### src/rtl/periodic_task_timer_table_assert.svh
// ----------------------------------------------------------------------------
// Assertion macros for the periodic task timer table
// Shared property wrappers used by the RTL modules.
// ----------------------------------------------------------------------------
`ifndef PERIODIC_TASK_TIMER_TABLE_ASSERT_SVH
`define PERIODIC_TASK_TIMER_TABLE_ASSERT_SVH

// check that a condition implies a consequence in the same cycle
`define PTT_ASSERT_IMP(label, clk, rst_n, cond, cons, msg) \
    label: assert property (@(posedge clk) disable iff (!rst_n) (cond) |-> (cons)) \
        else $error(msg);

// check that a condition implies a consequence in the following cycle
`define PTT_ASSERT_NEXT(label, clk, rst_n, cond, cons, msg) \
    label: assert property (@(posedge clk) disable iff (!rst_n) (cond) |=> (cons)) \
        else $error(msg);

`endif

### src/rtl/ptt_pkg.sv
// ----------------------------------------------------------------------------
// Periodic task timer table package
// Opcodes, status codes and the controller/datapath interface types.
// ----------------------------------------------------------------------------
package ptt_pkg;

    localparam logic [1:0] OP_SET      = 2'd0;
    localparam logic [1:0] OP_DELETE   = 2'd1;
    localparam logic [1:0] OP_TICK     = 2'd2;
    localparam logic [1:0] OP_DISPATCH = 2'd3;

    localparam logic [2:0] ST_UPDATED    = 3'd0;
    localparam logic [2:0] ST_ADDED      = 3'd1;
    localparam logic [2:0] ST_FULL       = 3'd2;
    localparam logic [2:0] ST_REJECTED   = 3'd3;
    localparam logic [2:0] ST_DELETED    = 3'd4;
    localparam logic [2:0] ST_NOT_FOUND  = 3'd5;
    localparam logic [2:0] ST_TICKED     = 3'd6;
    localparam logic [2:0] ST_DISPATCHED = 3'd7;

    localparam int MAX_RESULTS = 16;

    // datapath commands
    typedef struct packed {
        logic load;       // capture input item, reset index
        logic advance;    // index++
        logic do_set;     // write entry at index (update) or at count (add)
        logic do_remove;  // remove entry at index
        logic do_tick;    // decrement entry at index
        logic tick_inc;   // tick counter++
        logic do_disp;    // rearm entry at index (periodic)
    } ptt_cmd_t;

    typedef struct packed {
        logic [1:0] opcode;
        logic       zero_id;
        logic       scan_done;  // index >= count
        logic       id_match;   // entry at index has id
        logic       ready;      // entry at index ready
        logic       one_shot;   // entry period zero
        logic       full;       // count == depth
    } ptt_sts_t;

endpackage

### src/rtl/periodic_task_timer_table.sv
// ----------------------------------------------------------------------------
// Periodic task timer table
// Task table with set, delete, tick and dispatch commands.
// ----------------------------------------------------------------------------
// Each command walks the table one entry per cycle through a single scan
// index, while no held result blocks the scan. A set, delete or tick presents
// its result when its scan ends, and the next item is accepted only after
// that result is taken. A dispatch scan also waits on each emitted task
// while the output stalls.
module periodic_task_timer_table #(
    parameter int TABLE_DEPTH = 16
) (
    input  logic        clk,
    input  logic        rst_n,
    input  logic        s_tvalid,
    output logic        s_tready,
    input  logic [79:0] s_tdata,   // opcode, task_id, delay_value, period_value, pad
    output logic        m_tvalid,
    input  logic        m_tready,
    output logic [47:0] m_tdata,   // run_id, run_valid, status, tick_count, pad
    output logic        m_tlast
);
    ptt_pkg::ptt_cmd_t cmd;
    ptt_pkg::ptt_sts_t sts;
    logic [7:0]  cur_id;
    logic [31:0] tick_count;
    logic [2:0]  status;
    logic        run_valid;
    logic [7:0]  run_id;

    ptt_datapath #(.TABLE_DEPTH(TABLE_DEPTH)) u_dp (
        .clk(clk), .rst_n(rst_n), .cmd(cmd), .sts(sts),
        .opcode(s_tdata[1:0]), .task_id(s_tdata[9:2]),
        .delay_value(s_tdata[41:10]), .period_value(s_tdata[73:42]),
        .cur_id(cur_id), .tick_count(tick_count)
    );

    ptt_controller u_ctl (
        .clk(clk), .rst_n(rst_n),
        .in_valid(s_tvalid), .in_ready(s_tready),
        .out_valid(m_tvalid), .out_ready(m_tready),
        .out_status(status), .out_run(run_valid), .out_last(m_tlast),
        .out_id(run_id), .cmd(cmd), .sts(sts), .cur_id(cur_id)
    );

    assign m_tdata = {4'd0, tick_count, status, run_valid, run_id};
endmodule

### src/rtl/ptt_datapath.sv
// ----------------------------------------------------------------------------
// Periodic task timer table datapath
// Entry registers, scan index, captured item and tick counter.
// ----------------------------------------------------------------------------
module ptt_datapath #(
    parameter int TABLE_DEPTH = 16
) (
    input  logic              clk,
    input  logic              rst_n,
    input  ptt_pkg::ptt_cmd_t cmd,
    output ptt_pkg::ptt_sts_t sts,
    input  logic [1:0]        opcode,
    input  logic [7:0]        task_id,
    input  logic [31:0]       delay_value,
    input  logic [31:0]       period_value,
    output logic [7:0]        cur_id,
    output logic [31:0]       tick_count
);
    localparam int IW = (TABLE_DEPTH > 1) ? $clog2(TABLE_DEPTH) : 1;
    localparam int CW = $clog2(TABLE_DEPTH + 1);

    logic [7:0]  ids_reg     [TABLE_DEPTH];
    logic [31:0] delays_reg  [TABLE_DEPTH];
    logic [31:0] periods_reg [TABLE_DEPTH];
    logic [TABLE_DEPTH-1:0] ready_reg;
    logic [CW-1:0] count_reg;
    logic [CW-1:0] idx_reg;
    logic [31:0]   tick_reg;
    logic [1:0]    op_reg;
    logic [7:0]    id_reg;
    logic [31:0]   dly_reg;
    logic [31:0]   per_reg;

    logic [IW-1:0] ix;
    logic [IW-1:0] lastp;
    logic [IW-1:0] cx;
    logic [31:0]   dec;

    assign ix    = idx_reg[IW-1:0];
    assign lastp = IW'(count_reg - CW'(1));
    assign cx    = count_reg[IW-1:0];
    assign dec   = (delays_reg[ix] != 32'd0) ? delays_reg[ix] - 32'd1 : 32'd0;

    assign sts.opcode    = op_reg;
    assign sts.zero_id   = (id_reg == 8'd0);
    assign sts.scan_done = (idx_reg >= count_reg);
    assign sts.id_match  = (ids_reg[ix] == id_reg);
    assign sts.ready     = ready_reg[ix];
    assign sts.one_shot  = (periods_reg[ix] == 32'd0);
    assign sts.full      = (count_reg == CW'(TABLE_DEPTH));
    assign cur_id        = ids_reg[ix];
    assign tick_count    = tick_reg;

    always_ff @(posedge clk)
    begin
        if (cmd.load)
        begin
            op_reg  <= opcode;
            id_reg  <= task_id;
            dly_reg <= delay_value;
            per_reg <= period_value;
        end
        if (cmd.do_set)
        begin
            if (sts.scan_done)
            begin
                ids_reg[cx]     <= id_reg;
                delays_reg[cx]  <= dly_reg;
                periods_reg[cx] <= per_reg;
            end
            else
            begin
                delays_reg[ix]  <= dly_reg;
                periods_reg[ix] <= per_reg;
            end
        end
        if (cmd.do_remove && ix != lastp)
        begin
            ids_reg[ix]     <= ids_reg[lastp];
            delays_reg[ix]  <= delays_reg[lastp];
            periods_reg[ix] <= periods_reg[lastp];
        end
        if (cmd.do_tick)
            delays_reg[ix] <= dec;
        if (cmd.do_disp && delays_reg[ix] == 32'd0)
            delays_reg[ix] <= periods_reg[ix] - 32'd1;
    end

    always_ff @(posedge clk or negedge rst_n)
    begin
        if (!rst_n)
        begin
            ready_reg <= '0;
            count_reg <= '0;
            idx_reg   <= '0;
            tick_reg  <= '0;
        end
        else
        begin
            if (cmd.load)
                idx_reg <= '0;
            else if (cmd.advance)
                idx_reg <= idx_reg + CW'(1);
            if (cmd.tick_inc)
                tick_reg <= tick_reg + 32'd1;
            if (cmd.do_set)
            begin
                if (sts.scan_done)
                begin
                    ready_reg[cx] <= 1'b0;
                    count_reg     <= count_reg + CW'(1);
                end
                else
                    ready_reg[ix] <= 1'b0;
            end
            if (cmd.do_remove)
            begin
                if (ix != lastp)
                    ready_reg[ix] <= ready_reg[lastp];
                ready_reg[lastp] <= 1'b0;
                count_reg        <= count_reg - CW'(1);
            end
            if (cmd.do_tick && dec == 32'd0)
                ready_reg[ix] <= 1'b1;
            if (cmd.do_disp)
                ready_reg[ix] <= 1'b0;
        end
    end

endmodule

### src/rtl/ptt_controller.sv
// ----------------------------------------------------------------------------
// Periodic task timer table controller
// Sequences the table scan for each command and drives the result stage.
// ----------------------------------------------------------------------------
`include "periodic_task_timer_table_assert.svh"
module ptt_controller (
    input  logic              clk,
    input  logic              rst_n,
    input  logic              in_valid,
    output logic              in_ready,
    output logic              out_valid,
    input  logic              out_ready,
    output logic [2:0]        out_status,
    output logic              out_run,
    output logic              out_last,
    output logic [7:0]        out_id,
    output ptt_pkg::ptt_cmd_t cmd,
    input  ptt_pkg::ptt_sts_t sts,
    input  logic [7:0]        cur_id
);
    localparam logic [1:0] S_IDLE = 2'd0;
    localparam logic [1:0] S_SCAN = 2'd1;
    localparam logic [1:0] S_OUT  = 2'd2;

    logic [1:0] state_reg, state_next;
    logic       ov_reg, ov_next;
    logic [2:0] st_reg, st_next;
    logic       run_reg, run_next;
    logic       last_reg, last_next;
    logic [7:0] id_reg, id_next;
    logic [4:0] n_reg, n_next;

    logic emit;

    assign in_ready   = (state_reg == S_IDLE) && !ov_reg;
    assign out_valid  = ov_reg;
    assign out_status = st_reg;
    assign out_run    = run_reg;
    assign out_last   = last_reg;
    assign out_id     = id_reg;

    always_comb
    begin
        state_next = state_reg;
        ov_next    = ov_reg && !out_ready;
        st_next    = st_reg;
        run_next   = run_reg;
        last_next  = last_reg;
        id_next    = id_reg;
        n_next     = n_reg;
        cmd        = '0;
        emit       = 1'b0;
        unique case (state_reg)
            S_IDLE:
            begin
                if (in_valid && in_ready)
                begin
                    cmd.load   = 1'b1;
                    n_next     = '0;
                    state_next = S_SCAN;
                end
            end
            S_SCAN:
            begin
                if (!ov_next)
                begin
                    unique case (sts.opcode)
                        ptt_pkg::OP_SET:
                        begin
                            if (sts.zero_id)
                            begin
                                emit = 1'b1; st_next = ptt_pkg::ST_REJECTED;
                            end
                            else if (!sts.scan_done && sts.id_match)
                            begin
                                cmd.do_set = 1'b1;
                                emit = 1'b1; st_next = ptt_pkg::ST_UPDATED;
                            end
                            else if (!sts.scan_done)
                                cmd.advance = 1'b1;
                            else if (sts.full)
                            begin
                                emit = 1'b1; st_next = ptt_pkg::ST_FULL;
                            end
                            else
                            begin
                                cmd.do_set = 1'b1;
                                emit = 1'b1; st_next = ptt_pkg::ST_ADDED;
                            end
                            run_next = 1'b0; id_next = '0; last_next = 1'b1;
                        end
                        ptt_pkg::OP_DELETE:
                        begin
                            if (sts.zero_id || sts.scan_done)
                            begin
                                emit = 1'b1; st_next = ptt_pkg::ST_NOT_FOUND;
                            end
                            else if (sts.id_match)
                            begin
                                cmd.do_remove = 1'b1;
                                emit = 1'b1; st_next = ptt_pkg::ST_DELETED;
                            end
                            else
                                cmd.advance = 1'b1;
                            run_next = 1'b0; id_next = '0; last_next = 1'b1;
                        end
                        ptt_pkg::OP_TICK:
                        begin
                            if (sts.scan_done)
                            begin
                                emit = 1'b1; st_next = ptt_pkg::ST_TICKED;
                            end
                            else
                            begin
                                cmd.do_tick = 1'b1;
                                cmd.advance = 1'b1;
                            end
                            if (n_reg == 5'd0)
                            begin
                                cmd.tick_inc = 1'b1;
                                n_next = 5'd1;
                            end
                            run_next = 1'b0; id_next = '0; last_next = 1'b1;
                        end
                        default:
                        begin
                            if (sts.scan_done || n_reg == 5'(ptt_pkg::MAX_RESULTS))
                            begin
                                if (n_reg == 5'd0)
                                begin
                                    emit = 1'b1; run_next = 1'b0; id_next = '0;
                                    last_next = 1'b1; st_next = ptt_pkg::ST_DISPATCHED;
                                end
                                else
                                    state_next = S_IDLE;
                            end
                            else if (sts.ready)
                            begin
                                ov_next   = 1'b1;
                                run_next  = 1'b1;
                                id_next   = cur_id;
                                st_next   = ptt_pkg::ST_DISPATCHED;
                                last_next = 1'b0;
                                n_next    = n_reg + 5'd1;
                                cmd.advance = 1'b1;
                                if (sts.one_shot)
                                    cmd.do_remove = 1'b1;
                                else
                                    cmd.do_disp = 1'b1;
                                state_next = S_OUT;
                            end
                            else
                                cmd.advance = 1'b1;
                        end
                    endcase
                    if (emit)
                    begin
                        ov_next    = 1'b1;
                        state_next = S_IDLE;
                    end
                end
            end
            default:
            begin
                // decide last of the held dispatch result before showing it
                if (sts.scan_done || n_reg == 5'(ptt_pkg::MAX_RESULTS))
                begin
                    ov_next    = 1'b1;
                    last_next  = 1'b1;
                    state_next = S_IDLE;
                end
                else if (sts.ready)
                begin
                    ov_next    = 1'b1;
                    state_next = S_SCAN;
                end
                else
                    cmd.advance = 1'b1;
            end
        endcase
    end

    // hold the dispatch result back until its last flag is known
    always_ff @(posedge clk or negedge rst_n)
    begin
        if (!rst_n)
        begin
            state_reg <= S_IDLE;
            ov_reg    <= 1'b0;
            n_reg     <= '0;
        end
        else
        begin
            state_reg <= state_next;
            ov_reg    <= ov_next && (state_next != S_OUT);
            n_reg     <= n_next;
        end
    end

    always_ff @(posedge clk)
    begin
        st_reg   <= st_next;
        run_reg  <= run_next;
        last_reg <= last_next;
        id_reg   <= id_next;
    end

    `PTT_ASSERT_IMP(a_no_accept_busy, clk, rst_n, state_reg != S_IDLE, !in_ready, "busy accept")
    `PTT_ASSERT_IMP(a_run_id, clk, rst_n, out_valid && out_run, out_id != 8'd0, "zero run id")
    `PTT_ASSERT_NEXT(a_load_scan, clk, rst_n, in_valid && in_ready, state_reg == S_SCAN, "no scan")
endmodule

### config.mk
export PLATFORM = sky130hd
export DESIGN_NAME = periodic_task_timer_table
export DESIGN_NICKNAME = d
export VERILOG_FILES = /design/src/rtl/ptt_pkg.sv /design/src/rtl/periodic_task_timer_table.sv /design/src/rtl/ptt_datapath.sv /design/src/rtl/ptt_controller.sv
export VERILOG_INCLUDE_DIRS = /design/src /design/src/rtl
export SDC_FILE = /design/constraint.sdc
export NUM_CORES = 2
export LEC_CHECK = 0
export ABC_CLOCK_PERIOD_IN_PS = 9500
export BUFFER_PORTS_ARGS = -buffer_cell sky130_fd_sc_hd__buf_2
export CORE_ASPECT_RATIO = 1.2
export CORE_UTILIZATION = 35
export CTS_CLUSTER_SIZE = 30
export DETAILED_ROUTE_END_ITERATION = 7
export GPL_TIMING_DRIVEN = 1
export HOLD_SLACK_MARGIN = 0.08
export PLACE_DENSITY_LB_ADDON = 0.1
export REMOVE_ABC_BUFFERS = 1
export SLEW_MARGIN = 20
export SYNTH_ARGS = -nofsm -noshare
export SYNTH_HDL_FRONTEND = slang
export SYNTH_SLANG_ARGS = --single-unit
### constraint.sdc
create_clock -name clk -period 9.5 [get_ports clk]
set_input_delay 0.95 -clock clk [delete_from_list [all_inputs] [get_ports clk]]
set_output_delay 0.95 -clock clk [all_outputs]
set_load 0.1 [all_outputs]
==> results by group <==
Status
  • Outcome: finished clean

Logic synthesis
  • Post-Syn Area: 62800 sq um
  • Yosys reg bits: 1305
  • Gate Count Post-Synth: 3370
  • Syn. warnings: 0
  • Synthesized area per cell: 18.6 sq um
  • Seq/Total Area, Yosys: 61.9%
  • Top cells by count, synth: 1239 x edfxtp_1, 673 x mux4_2, 277 x nand2_1
  • Share of the synthesized area in the top cell type: 59.3%
  • Area contributors post-synth: edfxtp_1 59%, mux4_2 24%, dfrtp_1 2.6%
  • Async SR Flop Fraction: 5.06%
  • Most frequent cell after synthesis: edfxtp_1
  • Main synth FF type: edfxtp_1
  • Post-synth EDFFs: 1239
  • Synth unique cells: 88
  • Synth area leader: edfxtp_1

Hold path
  • Min-Delay Path Class: input port to flip-flop
  • Hold Crit Start: s_tdata[40]

Power
  • Pwr Density: 279 nW/um^2
  • Leak pwr: 22.2 nW
  • Maximum vdd ir drop: 0.238 mV

Timing
  • Post-route minimum period: 7610 ps
  • Rel. slew slack: 24.6%
  • Max Clk Rate: 131 MHz
  • Final Max Tran Viols: 0
  • Final setup viols: 0
  • Worst slew pin tran: 1130 ps
  • Hold WS: 320 ps
  • Final hold violation count: 0
  • RSZ-0062 raised after global routing: no
  • Final period utilization: 80.1%
  • Total negative slack: 0 ps
  • Skew final: 37.9 ps

CTS
  • Setup bufs post-CTS: 0
  • Maximum clock insertion buffer count: 3
  • Number of hold buffers added after CTS: 0
  • H-tree levels: 4
  • Post-CTS resize count: 0
  • Clock insertion delay at the later pin of the skew report: 810 ps
  • Root Driver: clkbuf_16
  • CTS tree: done
  • Clk sinks: 1305
  • CTS Buf Count: 147
  • Clock transition at the registers of the reported paths: 60 ps

Die
  • Die area: 181000 sq um
  • Die H: 466 um
  • Core area: 177000 sq um
  • Die Width: 389 um
  • Initial Utilization: 35.4%
  • FP Rows: 169
  • Ports: 135

Detailed routing
  • # DRC: 0
  • Post-Route WL: 195 mm
  • DRT iter0 DRCs: 3143
  • Mean routed wirelength per cell: 32.8 um
  • Vias after detailed routing: 35900
  • Antenna-violating nets left: 0
  • Pre-Repair DR Iteration Count: 8
  • Via-to-Cell Ratio: 6.05

Global route
  • Vias in the first global route: 37900
  • Initial antenna violation count: 0
  • GR Util met3: 3.06%
  • Overflow after GRT: 0
  • Busiest grt layer: met2
  • GRT Overall Usage: 21.6%
  • Pin count of the biggest net entering global routing: 133
  • Global-route wire length before repair: 280 mm
  • Met1 Resource Use GR: 28.8%
  • Met2 usage: 36.8%

Place
  • HPWL after DPL: 112 mm
  • Port bufs: 124
  • Final RePlAce weighted congestion: 0.831

Setup path
  • Worst EP arrival: 8060 ps
  • CP endpoint kind: flip-flop
  • Worst Path Required: 9960 ps
  • Worst setup SP type: flip-flop
  • Worst setup path startpoint: u_dp.idx_reg[1]
  • Critical path peak fanout: 58
  • CP Class: flip-flop to flip-flop
  • R2r startpoint: u_dp.idx_reg[1]

Layout
  • Area grow syn2layout: 13.5%
  • Nets: 3611
  • Layout cells sized above 1: 33.5%

Flow run
  • Max-cap violations: 0
## layout by cell type (no fill, tap or decap), types with 17 or more instances in the layout
master        n
buf_2       124
nand2_1     276
clkinv_1     29
a22oi_1      46
nand3_1      32
mux4_2      673
edfxtp_1   1239
clkbuf_1     27
a21oi_2      23
clkbuf_16   155
nand4_1      25
xor2_1       34
buf_4        77
o22ai_1      18
ha_1         17
mux4_1       26
a211oi_1     18
nor4_1       19
inv_1        26
nor2_1      115
buf_12       17
a21oi_1      49
clkinv_2     25
nor3_1       35
nor2_4       18
dfrtp_1      61
o21ai_0      31
xnor2_1      74
mux2i_1      39
## kinds of logic after synthesis
logic type / count (synthesis) / synth area share [%]
DFF: 1305 / 61.9
muxes: 750 / 26.1
and+or+nand+nor: 640 / 4.89
AOI/OAI and AO/OA: 287 / 3.00
buffers and inverters: 259 / 2.23
xor gates and xnor gates: 110 / 1.53
adders and majority gates: 18 / 0.359
other: 1 / 0.00597
## per-stage QoR
stage               setup WS, ps  util, %  instances  instance area (sq um)  power, mW
finish                      1890     40.2       5934                  71300       19.9
global route                1480     40.2       5933                  71300       20.7
CTS                         1990     40.1       5930                  71200       20.1
detailed placement          1990     37.4       5665                  66400       14.3
global placement            1800     37.4       5663                  66300       14.3
floorplan                 -14020        -       3140                  61500       14.8
## metal layers
layer	vias up	wire length, um	share of wire, %
li1	14500	-	-
met1	19800	81200	42
met2	1347	98900	51
met3	269	9850	5.1
met4	0	4680	2.4
met5	-	0	0
## power by group
part | total (mW) | leakage (nW) | internal (mW) | switching, mW
Combinational | 7.03 | 7.77 | 3.06 | 3.98
Sequential | 7.13 | 12.1 | 6.86 | 0.263
Clock | 5.71 | 2.36 | 3.35 | 2.36
Total | 19.9 | 22.2 | 13.3 | 6.60
## worst max-delay path, cell delays in order (launching register included)
cell	delay (ps)
dfrtp_4	940
buf_4	840
mux2_2	410
or3_1	350
a311oi_1	400
o2111ai_1	360
nor4_1	950
or4b_1	740
nor4_4	250
buf_4	730
a21oi_1	210
o21a_1	190
a21oi_1	760
## layout make-up
type	count	area [sq um]
inverter	26	97.6
multi-input combinational	1809	23000
antenna	1	2.50
clock inverter	81	795
sequential	1305	38900
clock buffer	184	4010
fill	15800	106000
timing repair buffer	220	1570
tap	2308	2890
## final timing paths
kind | end | slack, ps | depth (start not counted)
max reg2reg | u_dp.delays_reg[12][27] | 1890 | 12
max in group asynchronous | u_dp.idx_reg[1] | 8390 | 2
min | u_dp.dly_reg[30] | 320 | 1
min reg2reg | u_dp.tick_count[31] | 480 | 1
max | u_dp.delays_reg[12][27] | 1890 | 12
min in group asynchronous | u_dp.tick_count[14] | 370 | 2
(Power assumes the default switching activity.)
